--- src/rtl/phd_pkg.sv ---
// ----------------------------------------------------------------------------
// phd_pkg
// Shared types, constants and helpers of the proximity haptic drive.
// ----------------------------------------------------------------------------
package phd_pkg;

    localparam int NUM_SENSORS    = 8;
    localparam int AVG_DEPTH      = 2;
    localparam int RANGE_CAP_CM   = 80;
    localparam int FRONT_PULSE_MS = 50;
    localparam int PWM_LIMIT      = 1000;

    localparam int CMD_W     = 2;
    localparam int SENSOR_W  = 3;
    localparam int MM_W      = 13;
    localparam int TIME_W    = 32;
    localparam int CM_W      = 7;
    localparam int DUTY_W    = 7;
    localparam int CMP_W     = 10;
    localparam int REG_W     = 7;
    localparam int REG_IDX_W = 3;
    localparam int SUM_W     = $clog2(AVG_DEPTH * (2**CM_W - 1) + 1);

    localparam int CMP_FULL   = 2**CMP_W - 1;
    localparam int CMP_FLOOR  = CMP_FULL - PWM_LIMIT;
    localparam int DUTY_RESET = 100;

    // divide by ten through reciprocal, exact for 16-bit dividends
    localparam int DIV10_MUL   = 52429;
    localparam int DIV10_SHIFT = 19;

    localparam logic [NUM_SENSORS-1:0] LEFT_MASK  = 8'b1110_0000;
    localparam logic [NUM_SENSORS-1:0] RIGHT_MASK = 8'b0000_0111;

    typedef logic [CM_W-1:0]   cm_t;
    typedef logic [SUM_W-1:0]  sum_t;
    typedef logic [DUTY_W-1:0] duty_t;
    typedef logic [CMP_W-1:0]  cmp_t;
    typedef logic [TIME_W-1:0] time_t;

    typedef enum logic [CMD_W-1:0] {
        CMD_READING  = 2'd0,
        CMD_EVALUATE = 2'd1,
        CMD_TICK     = 2'd2,
        CMD_IDLE     = 2'd3
    } cmd_t;

    typedef enum logic [REG_IDX_W-1:0] {
        REG_FORWARD_DANGER = 3'd0,
        REG_DANGER         = 3'd1,
        REG_NEAR           = 3'd2,
        REG_FAR            = 3'd3,
        REG_DUTY_DANGER    = 3'd4,
        REG_DUTY_NEAR      = 3'd5,
        REG_DUTY_FAR       = 3'd6,
        REG_FRONT_DUTY     = 3'd7
    } reg_idx_t;

    typedef struct packed {
        logic [REG_W-1:0] forward_danger_cm;
        logic [REG_W-1:0] danger_cm;
        logic [REG_W-1:0] near_cm;
        logic [REG_W-1:0] far_cm;
        logic [REG_W-1:0] duty_danger;
        logic [REG_W-1:0] duty_near;
        logic [REG_W-1:0] duty_far;
        logic [REG_W-1:0] front_duty;
    } cfg_t;

    localparam cfg_t CFG_RESET = '{
        forward_danger_cm: 7'd75,
        danger_cm:         7'd25,
        near_cm:           7'd55,
        far_cm:            7'd75,
        duty_danger:       7'd100,
        duty_near:         7'd80,
        duty_far:          7'd65,
        front_duty:        7'd100
    };

    typedef struct packed {
        duty_t left_duty;
        duty_t right_duty;
        logic  alarm;
    } drive_t;

    typedef struct packed {
        cmp_t left_compare;
        cmp_t right_compare;
        logic ref_high;
    } pwm_t;

    function automatic cm_t reading_cm(logic [MM_W-1:0] mm, logic fail);
        logic [MM_W+16-1:0]             prod;
        logic [MM_W+16-1-DIV10_SHIFT:0] quot;
        cm_t                            cm;
        prod = (MM_W+16)'(mm) * (MM_W+16)'(DIV10_MUL);
        quot = prod[MM_W+16-1:DIV10_SHIFT];
        if (fail || mm >= MM_W'(RANGE_CAP_CM * 10))
            cm = cm_t'(RANGE_CAP_CM);
        else
            cm = quot[CM_W-1:0];
        return cm;
    endfunction

    function automatic sum_t window_threshold(logic [REG_W-1:0] thr);
        return sum_t'(thr) * sum_t'(AVG_DEPTH);
    endfunction

endpackage

--- src/rtl/phd_if.sv ---
// ----------------------------------------------------------------------------
// phd_if
// Channel interfaces: item request, result and register write.
// ----------------------------------------------------------------------------
interface phd_in_if;
    import phd_pkg::*;

    logic                valid;
    logic                ready;
    logic [CMD_W-1:0]    cmd;
    logic [SENSOR_W-1:0] sensor_index;
    logic [MM_W-1:0]     range_mm;
    logic                phase_fail;
    logic [TIME_W-1:0]   time_ms;

    modport source (output valid, cmd, sensor_index, range_mm, phase_fail, time_ms,
                    input ready);
    modport sink   (input valid, cmd, sensor_index, range_mm, phase_fail, time_ms,
                    output ready);
endinterface

interface phd_out_if;
    import phd_pkg::*;

    logic              valid;
    logic              ready;
    logic [DUTY_W-1:0] left_duty;
    logic [DUTY_W-1:0] right_duty;
    logic [CMP_W-1:0]  left_compare;
    logic [CMP_W-1:0]  right_compare;
    logic              ref_high;
    logic              front_alarm;

    modport source (output valid, left_duty, right_duty, left_compare, right_compare,
                    ref_high, front_alarm, input ready);
    modport sink   (input valid, left_duty, right_duty, left_compare, right_compare,
                    ref_high, front_alarm, output ready);
endinterface

interface phd_cfg_if;
    import phd_pkg::*;

    logic                 valid;
    logic                 ready;
    logic [REG_IDX_W-1:0] addr;
    logic [REG_W-1:0]     data;

    modport source (output valid, addr, data, input ready);
    modport sink   (input valid, addr, data, output ready);
endinterface

--- src/rtl/proximity_haptic_drive.sv ---
// ----------------------------------------------------------------------------
// proximity_haptic_drive
// Haptic motor drive from eight range sensors.
//
// req carries one item per transaction: a sensor reading, an evaluate at a
// time in ms, a pwm tick or an idle command. Each item yields exactly one
// transaction on rsp holding the motor duties, compare values, reference
// level and front alarm as they stand after the item. cfg writes one of the
// eight thresholds and duties per transaction; it is always ready and is to
// be used only while idle, which the block itself does not enforce. An
// accepted item is held in the input register and then processed into the
// result register, which drives the transaction on rsp. One item per cycle
// is sustained while rsp does not stall, set by the single pass of compare
// and scaling logic between the two registers.
// When rsp stalls, the result register holds and req drops ready only once
// the input register is full too; no transaction is lost or repeated.
// Reset restores register defaults, fills every sensor window with 80 cm,
// sets both duties to 100 and clears compare values, polarity and pulsing.
// ----------------------------------------------------------------------------
module proximity_haptic_drive (
    input  logic      clk,
    input  logic      rst_n,
    phd_in_if.sink    req,
    phd_out_if.source rsp,
    phd_cfg_if.sink   cfg
);
    import phd_pkg::*;

    cfg_t cfg_reg;

    logic                in_valid_reg;
    cmd_t                cmd_reg;
    logic [SENSOR_W-1:0] sensor_reg;
    logic [MM_W-1:0]     mm_reg;
    logic                fail_reg;
    time_t               time_reg;

    logic   out_valid_reg;
    drive_t drive_res_reg;
    pwm_t   pwm_res_reg;

    logic   drain_ok, proc;
    sum_t [NUM_SENSORS-1:0] sums;
    drive_t drive_next;
    pwm_t   pwm_next;

    assign cfg.ready = 1'b1;

    always_ff @(posedge clk or negedge rst_n)
    begin
        if (!rst_n)
        begin
            cfg_reg <= CFG_RESET;
        end
        else if (cfg.valid)
        begin
            case (reg_idx_t'(cfg.addr))
                REG_FORWARD_DANGER: cfg_reg.forward_danger_cm <= cfg.data;
                REG_DANGER:         cfg_reg.danger_cm         <= cfg.data;
                REG_NEAR:           cfg_reg.near_cm           <= cfg.data;
                REG_FAR:            cfg_reg.far_cm            <= cfg.data;
                REG_DUTY_DANGER:    cfg_reg.duty_danger       <= cfg.data;
                REG_DUTY_NEAR:      cfg_reg.duty_near         <= cfg.data;
                REG_DUTY_FAR:       cfg_reg.duty_far          <= cfg.data;
                REG_FRONT_DUTY:     cfg_reg.front_duty        <= cfg.data;
                default:            cfg_reg                   <= cfg_reg;
            endcase
        end
    end

    assign drain_ok  = !out_valid_reg || rsp.ready;
    assign proc      = in_valid_reg && drain_ok;
    assign req.ready = !in_valid_reg || drain_ok;

    always_ff @(posedge clk or negedge rst_n)
    begin
        if (!rst_n)
            in_valid_reg <= 1'b0;
        else if (req.ready)
            in_valid_reg <= req.valid;
    end

    always_ff @(posedge clk)
    begin
        if (req.ready && req.valid)
        begin
            cmd_reg    <= cmd_t'(req.cmd);
            sensor_reg <= req.sensor_index;
            mm_reg     <= req.range_mm;
            fail_reg   <= req.phase_fail;
            time_reg   <= req.time_ms;
        end
    end

    phd_sensor_window u_window (
        .clk       (clk),
        .rst_n     (rst_n),
        .wr_en     (proc && cmd_reg == CMD_READING),
        .wr_sensor (sensor_reg),
        .wr_cm     (reading_cm(mm_reg, fail_reg)),
        .sums      (sums)
    );

    phd_drive_eval u_eval (
        .clk        (clk),
        .rst_n      (rst_n),
        .eval_en    (proc && cmd_reg == CMD_EVALUATE),
        .now        (time_reg),
        .cfg        (cfg_reg),
        .sums       (sums),
        .drive_next (drive_next)
    );

    phd_pwm u_pwm (
        .clk      (clk),
        .rst_n    (rst_n),
        .tick_en  (proc && cmd_reg == CMD_TICK),
        .drive    (drive_next),
        .pwm_next (pwm_next)
    );

    always_ff @(posedge clk or negedge rst_n)
    begin
        if (!rst_n)
            out_valid_reg <= 1'b0;
        else if (drain_ok)
            out_valid_reg <= in_valid_reg;
    end

    always_ff @(posedge clk)
    begin
        if (proc)
        begin
            drive_res_reg <= drive_next;
            pwm_res_reg   <= pwm_next;
        end
    end

    assign rsp.valid         = out_valid_reg;
    assign rsp.left_duty     = drive_res_reg.left_duty;
    assign rsp.right_duty    = drive_res_reg.right_duty;
    assign rsp.left_compare  = pwm_res_reg.left_compare;
    assign rsp.right_compare = pwm_res_reg.right_compare;
    assign rsp.ref_high      = pwm_res_reg.ref_high;
    assign rsp.front_alarm   = drive_res_reg.alarm;

    a_full_stall_blocks: assert property (@(posedge clk) disable iff (!rst_n)
        in_valid_reg && !drain_ok |-> !req.ready)
        else $error("input register overwritten while result stalled");

    a_one_motor_or_equal: assert property (@(posedge clk) disable iff (!rst_n)
        rsp.valid |-> rsp.left_duty == '0 || rsp.right_duty == '0
                      || rsp.left_duty == rsp.right_duty)
        else $error("both motors driven at different duties");

    a_neg_floor: assert property (@(posedge clk) disable iff (!rst_n)
        rsp.valid && rsp.ref_high |-> rsp.left_compare >= cmp_t'(CMP_FLOOR)
                                      && rsp.right_compare >= cmp_t'(CMP_FLOOR))
        else $error("negative polarity compare below floor");

    a_pos_limit: assert property (@(posedge clk) disable iff (!rst_n)
        rsp.valid && !rsp.ref_high |-> rsp.left_compare <= cmp_t'(PWM_LIMIT)
                                       && rsp.right_compare <= cmp_t'(PWM_LIMIT))
        else $error("positive polarity compare above limit");

endmodule

--- src/rtl/phd_sensor_window.sv ---
// ----------------------------------------------------------------------------
// phd_sensor_window
// Per-sensor window of recent readings and the window sums.
// ----------------------------------------------------------------------------
module phd_sensor_window (
    input  logic                                   clk,
    input  logic                                   rst_n,
    input  logic                                   wr_en,
    input  logic [phd_pkg::SENSOR_W-1:0]           wr_sensor,
    input  phd_pkg::cm_t                           wr_cm,
    output phd_pkg::sum_t [phd_pkg::NUM_SENSORS-1:0] sums
);
    import phd_pkg::*;

    cm_t win_reg [NUM_SENSORS][AVG_DEPTH];

    always_ff @(posedge clk or negedge rst_n)
    begin
        if (!rst_n)
        begin
            for (int s = 0; s < NUM_SENSORS; s++)
            begin
                for (int k = 0; k < AVG_DEPTH; k++)
                begin
                    win_reg[s][k] <= cm_t'(RANGE_CAP_CM);
                end
            end
        end
        else if (wr_en)
        begin
            win_reg[wr_sensor][0] <= wr_cm;
            for (int k = 1; k < AVG_DEPTH; k++)
            begin
                win_reg[wr_sensor][k] <= win_reg[wr_sensor][k-1];
            end
        end
    end

    always_comb
    begin
        for (int s = 0; s < NUM_SENSORS; s++)
        begin
            sums[s] = '0;
            for (int k = 0; k < AVG_DEPTH; k++)
            begin
                sums[s] = sums[s] + sum_t'(win_reg[s][k]);
            end
        end
    end

endmodule

--- src/rtl/phd_drive_eval.sv ---
// ----------------------------------------------------------------------------
// phd_drive_eval
// Grades front and side proximity into motor duties, with frontal pulsing.
// ----------------------------------------------------------------------------
module phd_drive_eval (
    input  logic                                     clk,
    input  logic                                     rst_n,
    input  logic                                     eval_en,
    input  phd_pkg::time_t                           now,
    input  phd_pkg::cfg_t                            cfg,
    input  phd_pkg::sum_t [phd_pkg::NUM_SENSORS-1:0] sums,
    output phd_pkg::drive_t                          drive_next
);
    import phd_pkg::*;

    duty_t left_duty_reg, right_duty_reg;
    logic  side_left_reg, muted_reg, alarm_reg;
    time_t toggle_ms_reg;

    duty_t left_duty_next, right_duty_next;
    logic  side_left_next, muted_next, alarm_next;
    time_t toggle_ms_next;

    logic [NUM_SENSORS-1:0] near_fd, near_dg, near_nr, near_fr;
    logic  alarm, mute, toggle;
    duty_t front, left_lvl, right_lvl, left_raw, right_raw;
    time_t elapsed;

    always_comb
    begin
        for (int s = 0; s < NUM_SENSORS; s++)
        begin
            near_fd[s] = sums[s] < window_threshold(cfg.forward_danger_cm);
            near_dg[s] = sums[s] < window_threshold(cfg.danger_cm);
            near_nr[s] = sums[s] < window_threshold(cfg.near_cm);
            near_fr[s] = sums[s] < window_threshold(cfg.far_cm);
        end
    end

    always_comb
    begin
        if ((near_dg & LEFT_MASK) != '0)
            left_raw = cfg.duty_danger;
        else if ((near_nr & LEFT_MASK) != '0)
            left_raw = cfg.duty_near;
        else if ((near_fr & LEFT_MASK) != '0)
            left_raw = cfg.duty_far;
        else
            left_raw = '0;

        if ((near_dg & RIGHT_MASK) != '0)
            right_raw = cfg.duty_danger;
        else if ((near_nr & RIGHT_MASK) != '0)
            right_raw = cfg.duty_near;
        else if ((near_fr & RIGHT_MASK) != '0)
            right_raw = cfg.duty_far;
        else
            right_raw = '0;
    end

    assign alarm   = (near_fd[2] && near_fd[5]) || near_fd[3] || near_fd[4];
    assign mute    = alarm && muted_reg;
    assign elapsed = now - toggle_ms_reg;
    assign toggle  = alarm && (elapsed > time_t'(FRONT_PULSE_MS));

    assign front     = (alarm && !mute) ? cfg.front_duty : '0;
    assign left_lvl  = mute ? '0 : left_raw;
    assign right_lvl = mute ? '0 : right_raw;

    always_comb
    begin
        left_duty_next  = left_duty_reg;
        right_duty_next = right_duty_reg;
        side_left_next  = side_left_reg;
        muted_next      = muted_reg;
        toggle_ms_next  = toggle_ms_reg;
        alarm_next      = alarm_reg;
        if (eval_en)
        begin
            alarm_next = alarm;
            if (toggle)
            begin
                muted_next     = !muted_reg;
                toggle_ms_next = now;
            end
            if (front != '0)
            begin
                left_duty_next  = front;
                right_duty_next = front;
            end
            else if (left_lvl > right_lvl)
            begin
                left_duty_next  = left_lvl;
                right_duty_next = '0;
                side_left_next  = 1'b1;
            end
            else if (right_lvl > left_lvl)
            begin
                left_duty_next  = '0;
                right_duty_next = right_lvl;
                side_left_next  = 1'b0;
            end
            else if (left_lvl != '0 && side_left_reg)
            begin
                left_duty_next  = left_lvl;
                right_duty_next = '0;
            end
            else
            begin
                left_duty_next  = '0;
                right_duty_next = right_lvl;
            end
        end
    end

    always_ff @(posedge clk or negedge rst_n)
    begin
        if (!rst_n)
        begin
            left_duty_reg  <= duty_t'(DUTY_RESET);
            right_duty_reg <= duty_t'(DUTY_RESET);
            side_left_reg  <= 1'b0;
            muted_reg      <= 1'b0;
            toggle_ms_reg  <= '0;
            alarm_reg      <= 1'b0;
        end
        else
        begin
            left_duty_reg  <= left_duty_next;
            right_duty_reg <= right_duty_next;
            side_left_reg  <= side_left_next;
            muted_reg      <= muted_next;
            toggle_ms_reg  <= toggle_ms_next;
            alarm_reg      <= alarm_next;
        end
    end

    assign drive_next.left_duty  = left_duty_next;
    assign drive_next.right_duty = right_duty_next;
    assign drive_next.alarm      = alarm_next;

endmodule

--- src/rtl/phd_pwm.sv ---
// ----------------------------------------------------------------------------
// phd_pwm
// Polarity flip and clipped 10-bit compare values on each pwm tick.
// ----------------------------------------------------------------------------
module phd_pwm (
    input  logic            clk,
    input  logic            rst_n,
    input  logic            tick_en,
    input  phd_pkg::drive_t drive,
    output phd_pkg::pwm_t   pwm_next
);
    import phd_pkg::*;

    // duty * 1023 / 100 through a reciprocal of 100
    localparam int SCALE_SHIFT = 24;
    localparam int SCALE_RECIP = (2**SCALE_SHIFT + 99) / 100;
    localparam int SCALE_MUL   = CMP_FULL * SCALE_RECIP;
    localparam int PROD_W      = DUTY_W + $clog2(SCALE_MUL + 1);
    localparam int SCL_W       = CMP_W + 1;

    function automatic cmp_t compare_of(duty_t duty, logic neg);
        logic [PROD_W-1:0] prod;
        logic [SCL_W-1:0]  scaled;
        logic [SCL_W-1:0]  inv;
        cmp_t              res;
        prod   = PROD_W'(duty) * PROD_W'(SCALE_MUL);
        scaled = prod[SCALE_SHIFT +: SCL_W];
        if (neg)
        begin
            inv = (scaled > SCL_W'(CMP_FULL)) ? '0 : SCL_W'(CMP_FULL) - scaled;
            if (inv < SCL_W'(CMP_FLOOR))
                inv = SCL_W'(CMP_FLOOR);
            res = inv[CMP_W-1:0];
        end
        else
        begin
            res = (scaled > SCL_W'(PWM_LIMIT)) ? cmp_t'(PWM_LIMIT) : scaled[CMP_W-1:0];
        end
        return res;
    endfunction

    logic polarity_reg, polarity_next;
    cmp_t left_cmp_reg, right_cmp_reg;
    logic ref_reg;
    logic active, neg;

    assign active        = (drive.left_duty != '0) || (drive.right_duty != '0);
    assign polarity_next = tick_en ? !polarity_reg : polarity_reg;
    assign neg           = polarity_next && active;

    always_comb
    begin
        pwm_next.left_compare  = left_cmp_reg;
        pwm_next.right_compare = right_cmp_reg;
        pwm_next.ref_high      = ref_reg;
        if (tick_en)
        begin
            pwm_next.left_compare  = compare_of(drive.left_duty, neg);
            pwm_next.right_compare = compare_of(drive.right_duty, neg);
            pwm_next.ref_high      = neg;
        end
    end

    always_ff @(posedge clk or negedge rst_n)
    begin
        if (!rst_n)
        begin
            polarity_reg  <= 1'b0;
            left_cmp_reg  <= '0;
            right_cmp_reg <= '0;
            ref_reg       <= 1'b0;
        end
        else
        begin
            polarity_reg  <= polarity_next;
            left_cmp_reg  <= pwm_next.left_compare;
            right_cmp_reg <= pwm_next.right_compare;
            ref_reg       <= pwm_next.ref_high;
        end
    end

endmodule

--- src/flat_wrapper.sv ---
// flat-port wrapper written by rule: the top's interface ports become plain ports
module proximity_haptic_drive_flat import phd_pkg::*;
  (clk, rst_n, req_valid, req_cmd, req_sensor_index, req_range_mm, req_phase_fail, req_time_ms, req_ready, rsp_valid, rsp_left_duty, rsp_right_duty, rsp_left_compare, rsp_right_compare, rsp_ref_high, rsp_front_alarm, rsp_ready, cfg_valid, cfg_addr, cfg_data, cfg_ready);
  phd_in_if req_i ();
  phd_out_if rsp_i ();
  phd_cfg_if cfg_i ();
  input  logic clk;
  input  logic rst_n;
  input wire logic [$bits(req_i.valid)-1:0] req_valid;
  input wire logic [$bits(req_i.cmd)-1:0] req_cmd;
  input wire logic [$bits(req_i.sensor_index)-1:0] req_sensor_index;
  input wire logic [$bits(req_i.range_mm)-1:0] req_range_mm;
  input wire logic [$bits(req_i.phase_fail)-1:0] req_phase_fail;
  input wire logic [$bits(req_i.time_ms)-1:0] req_time_ms;
  output wire logic [$bits(req_i.ready)-1:0] req_ready;
  output wire logic [$bits(rsp_i.valid)-1:0] rsp_valid;
  output wire logic [$bits(rsp_i.left_duty)-1:0] rsp_left_duty;
  output wire logic [$bits(rsp_i.right_duty)-1:0] rsp_right_duty;
  output wire logic [$bits(rsp_i.left_compare)-1:0] rsp_left_compare;
  output wire logic [$bits(rsp_i.right_compare)-1:0] rsp_right_compare;
  output wire logic [$bits(rsp_i.ref_high)-1:0] rsp_ref_high;
  output wire logic [$bits(rsp_i.front_alarm)-1:0] rsp_front_alarm;
  input wire logic [$bits(rsp_i.ready)-1:0] rsp_ready;
  input wire logic [$bits(cfg_i.valid)-1:0] cfg_valid;
  input wire logic [$bits(cfg_i.addr)-1:0] cfg_addr;
  input wire logic [$bits(cfg_i.data)-1:0] cfg_data;
  output wire logic [$bits(cfg_i.ready)-1:0] cfg_ready;
  assign req_i.valid = req_valid;
  assign req_i.cmd = req_cmd;
  assign req_i.sensor_index = req_sensor_index;
  assign req_i.range_mm = req_range_mm;
  assign req_i.phase_fail = req_phase_fail;
  assign req_i.time_ms = req_time_ms;
  assign req_ready = req_i.ready;
  assign rsp_valid = rsp_i.valid;
  assign rsp_left_duty = rsp_i.left_duty;
  assign rsp_right_duty = rsp_i.right_duty;
  assign rsp_left_compare = rsp_i.left_compare;
  assign rsp_right_compare = rsp_i.right_compare;
  assign rsp_ref_high = rsp_i.ref_high;
  assign rsp_front_alarm = rsp_i.front_alarm;
  assign rsp_i.ready = rsp_ready;
  assign cfg_i.valid = cfg_valid;
  assign cfg_i.addr = cfg_addr;
  assign cfg_i.data = cfg_data;
  assign cfg_ready = cfg_i.ready;
  proximity_haptic_drive u_core (.clk(clk), .rst_n(rst_n), .req(req_i), .rsp(rsp_i), .cfg(cfg_i));
endmodule
--- config.mk ---
export PLATFORM = sky130hd
export DESIGN_NAME = proximity_haptic_drive_flat
export DESIGN_NICKNAME = d
export VERILOG_FILES = /design/src/rtl/phd_pkg.sv /design/src/rtl/phd_if.sv /design/src/rtl/proximity_haptic_drive.sv /design/src/rtl/phd_sensor_window.sv /design/src/rtl/phd_drive_eval.sv /design/src/rtl/phd_pwm.sv /design/src/flat_wrapper.sv
export SDC_FILE = /design/constraint.sdc
export NUM_CORES = 1
export LEC_CHECK = 0
export BUFFER_PORTS_ARGS = -buffer_cell sky130_fd_sc_hd__buf_2
export CAP_MARGIN = 20
export CORE_MARGIN = 2
export CORE_UTILIZATION = 45
export DETAILED_ROUTE_END_ITERATION = 8
export HOLD_SLACK_MARGIN = 0.06
export PLACE_DENSITY = 0.65
export SLEW_MARGIN = 20
export SYNTH_ARGS = -nofsm -noshare
export SYNTH_HDL_FRONTEND = slang
export SYNTH_SLANG_ARGS = --single-unit
--- constraint.sdc ---
create_clock -name clk -period 11.52 [get_ports clk]
set_input_delay 2.304 -clock clk [delete_from_list [all_inputs] [get_ports clk]]
set_output_delay 2.304 -clock clk [all_outputs]
set_load 0.02 [all_outputs]
==> impl_metrics.tcl <==
set metrics [dict create \
    setup-violations-final 0 \
    async_flop_share_pct 73.5 \
    synth_fa_ha_area_share_pct 29.4 \
    grtUsageTotal_pct 22.6 \
    cts_buffers 40 \
    max_freq_mhz 89.9 \
    diodes 0 \
    yosys_warnings 0 \
    cts_sinks 328 \
    gp_congestion 0.906 \
    area.growth.synth_to_final_pct 12.5 \
    ys_seq_area_share_pct 31.3 \
    worst_pin_slew_ps 1140 \
    fp.dieH_microns 253 \
    mostFrequentLayoutCells "ha_1 (468), inv_1 (356), nand2_1 (183)" \
    required_ps 11830 \
    clk_latency_ps 580 \
    avgSynthCellArea_sq_um 10.2 \
    path_class "reg -> reg" \
    drt_wl_total_microns 72000 \
    final_max_slew_viol_count 0 \
    grt_pass1_vias 21400 \
    yosys_register_bits 328 \
    grt_max_degree 152 \
    cts-root-buf "clkbuf_16" \
    cp_slowest_cell "o21ai_0" \
    grt_pass1_wl_microns 115000 \
    finClkSkew_ps 19.4 \
    drc_errors 0 \
    min_period_ps 11130 \
    wl_per_cell_microns 19.4 \
    hold_viol_final 0 \
    ctsHoldBuffers 0 \
    synthXorXnorAreaFrac_pct 2.73 \
    cpPeakStageDelay_ps 780 \
    cp-start-kind "flop" \
    clk_path_buf_depth 3 \
    nets 3538 \
    hp-class "reg -> reg" \
    path_clk_slew_ps 60 \
    vias 21000 \
    dieArea_sq_um 63900 \
    fin_crit_sh_pct 96.6 \
    final_common_cell "ha_1" \
    cts_tree "done" \
    synth.distinct_cells 100 \
    outcome "complete, no violations" \
    port_buffers 103 \
    cp.arrival_ps 11430 \
    synth_edf_count 87 \
    dp_hpwl_microns 55700 \
    largest_reg_flops 112 \
    synth_compound_area_share_pct 15.0 \
    drt_iter0_drc 1204 \
    firstDrtPassIters 5 \
    ant_nets 0 \
    pin_count 105 \
    synthMuxAreaShare_pct 6.05 \
    syn_nets 3390 \
    vias_per_cell 5.66 \
    start_util_pct 45.3 \
    core.rowCount 91 \
    max_cap_violations 0 \
    synthCells 2738 \
    grt-ovfl-total 0 \
    synth_top_family_by_area "adder cells" \
    slew_headroom_pct 24.1 \
    cp-end-kind "flop" \
    crit_path_max_fanout 7 \
    setup_tns_ps 0 \
    ctsHtreeMaxLevel 2 \
    fp.dieW_microns 253 \
    antenna_found_initial 0 \
    synth_ff_type "dfrtp_1" \
    core_area_sq_um 61500 \
    synthSimpleGateAreaFrac_pct 9.72 \
    synthesis.area_sq_um 27900 \
    drive_above_1_share_pct 18.2 \
]
## cell type report
class	count	area, sq um
fill	5550	30100
multi-input combinational	1991	17900
sequential	328	8720
inverter	356	1340
clock buffer	49	1100
timing repair buffer	169	1060
tap	790	988
clock inverter	25	260
## per-layer routing
layer | GRT usage (%) | share of wire (%) | wire, microns | up-vias
met5 | 0 | 0 | 0 | -
met4 | 7.98 | 3.2 | 2290 | 0
met3 | 2.78 | 4.1 | 2940 | 135
met2 | 37.6 | 47 | 34100 | 514
met1 | 30.3 | 45 | 32700 | 10300
li1 | - | - | - | 10000
## critical path: cells and delay by family (launching register included)
kind | cells | cell delay, ps
simple gates | 10 | 1800
compound gates | 19 | 5030
xor+xnor | 1 | 170
buf+inv | 5 | 410
fa+ha+maj | 8 | 3020
flops | 1 | 410
## per-stage QoR
step           hold WS (ps)  cell area (sq um)  setup WS, ps  std cells  util [%]
6_report                477              31300           393       3708      51.0
4_1_cts                 471              30900          2.53       3688      50.3
3_3_place_gp            453              29500           198       3614      48.0
2_1_floorplan           430              27900           749       2738         -
3_5_place_dp            458              29500         -27.4       3614      48.1
5_1_grt                 499              31300         -65.5       3708      51.0
## final timing paths
kind | slack, ps | end | start | cells after the start
max reg2reg | 390 | u_core.rsp.right_compare[3]$_DFFE_PP_ | u_core.u_window.win_reg[92]$_DFFE_PN0P_ | 43
max | 390 | u_core.rsp.right_compare[3]$_DFFE_PP_ | u_core.u_window.win_reg[92]$_DFFE_PN0P_ | 43
min reg2reg | 480 | u_core.u_eval.alarm_reg$_DFF_PN0_ | u_core.u_eval.alarm_reg$_DFF_PN0_ | 2
max in group asynchronous | 8500 | u_core.u_pwm.right_cmp_reg[0]$_DFF_PN0_ | rst_n | 2
min in group asynchronous | 1720 | u_core.u_window.win_reg[100]$_DFFE_PN0P_ | rst_n | 1
min | 480 | u_core.u_eval.alarm_reg$_DFF_PN0_ | u_core.u_eval.alarm_reg$_DFF_PN0_ | 2
## kinds of logic (layout without fill, tap and decap cells)
family | Yosys count | after routing
flip-flops | 328 | 328
XOR/XNOR | 87 | 87
AND/OR/NAND/NOR | 551 | 551
buffers and inverters | 420 | 599
multiplexers | 146 | 146
AO/OA/AOI/OAI | 619 | 620
other | 1 | 1
adder cells (fa/ha/maj) | 586 | 586
## synthesized netlist by cell type, types with 20 or more instances
library cell    n  area (sq um)
ha_1          470          5880
inv_1         356          1340
nand2_1       184           691
dfrtp_1       177          4430
a21oi_1       159           796
o21ai_0       135           676
mux2_2        120          1350
fa_1          116          2320
nor2_1         99           372
edfxtp_1       87          2610
a21o_1         65           488
dfstp_2        64          1680
xnor2_1        64           561
clkbuf_1       55           206
nand3_1        54           270
nor3_1         34           170
o31ai_1        27           203
nand2b_1       25           156
nand4_1        25           156
nor2b_1        24           150
and3_1         23           144
xor2_1         23           201
a31oi_1        22           138
o21a_1         22           165
o21bai_1       21           158
mux2i_1        20           200
## what timing repair did
action                     CTS  global route
hold endpoints to repair     0             0
resized for setup            1            58
pin swaps                    0            17
cloned                       0             1
buffers inserted             0            18
setup endpoints to repair    3            40
Power is not shown: default switching activity piles up to over one toggle a cycle in this logic, so the estimate is an artifact.
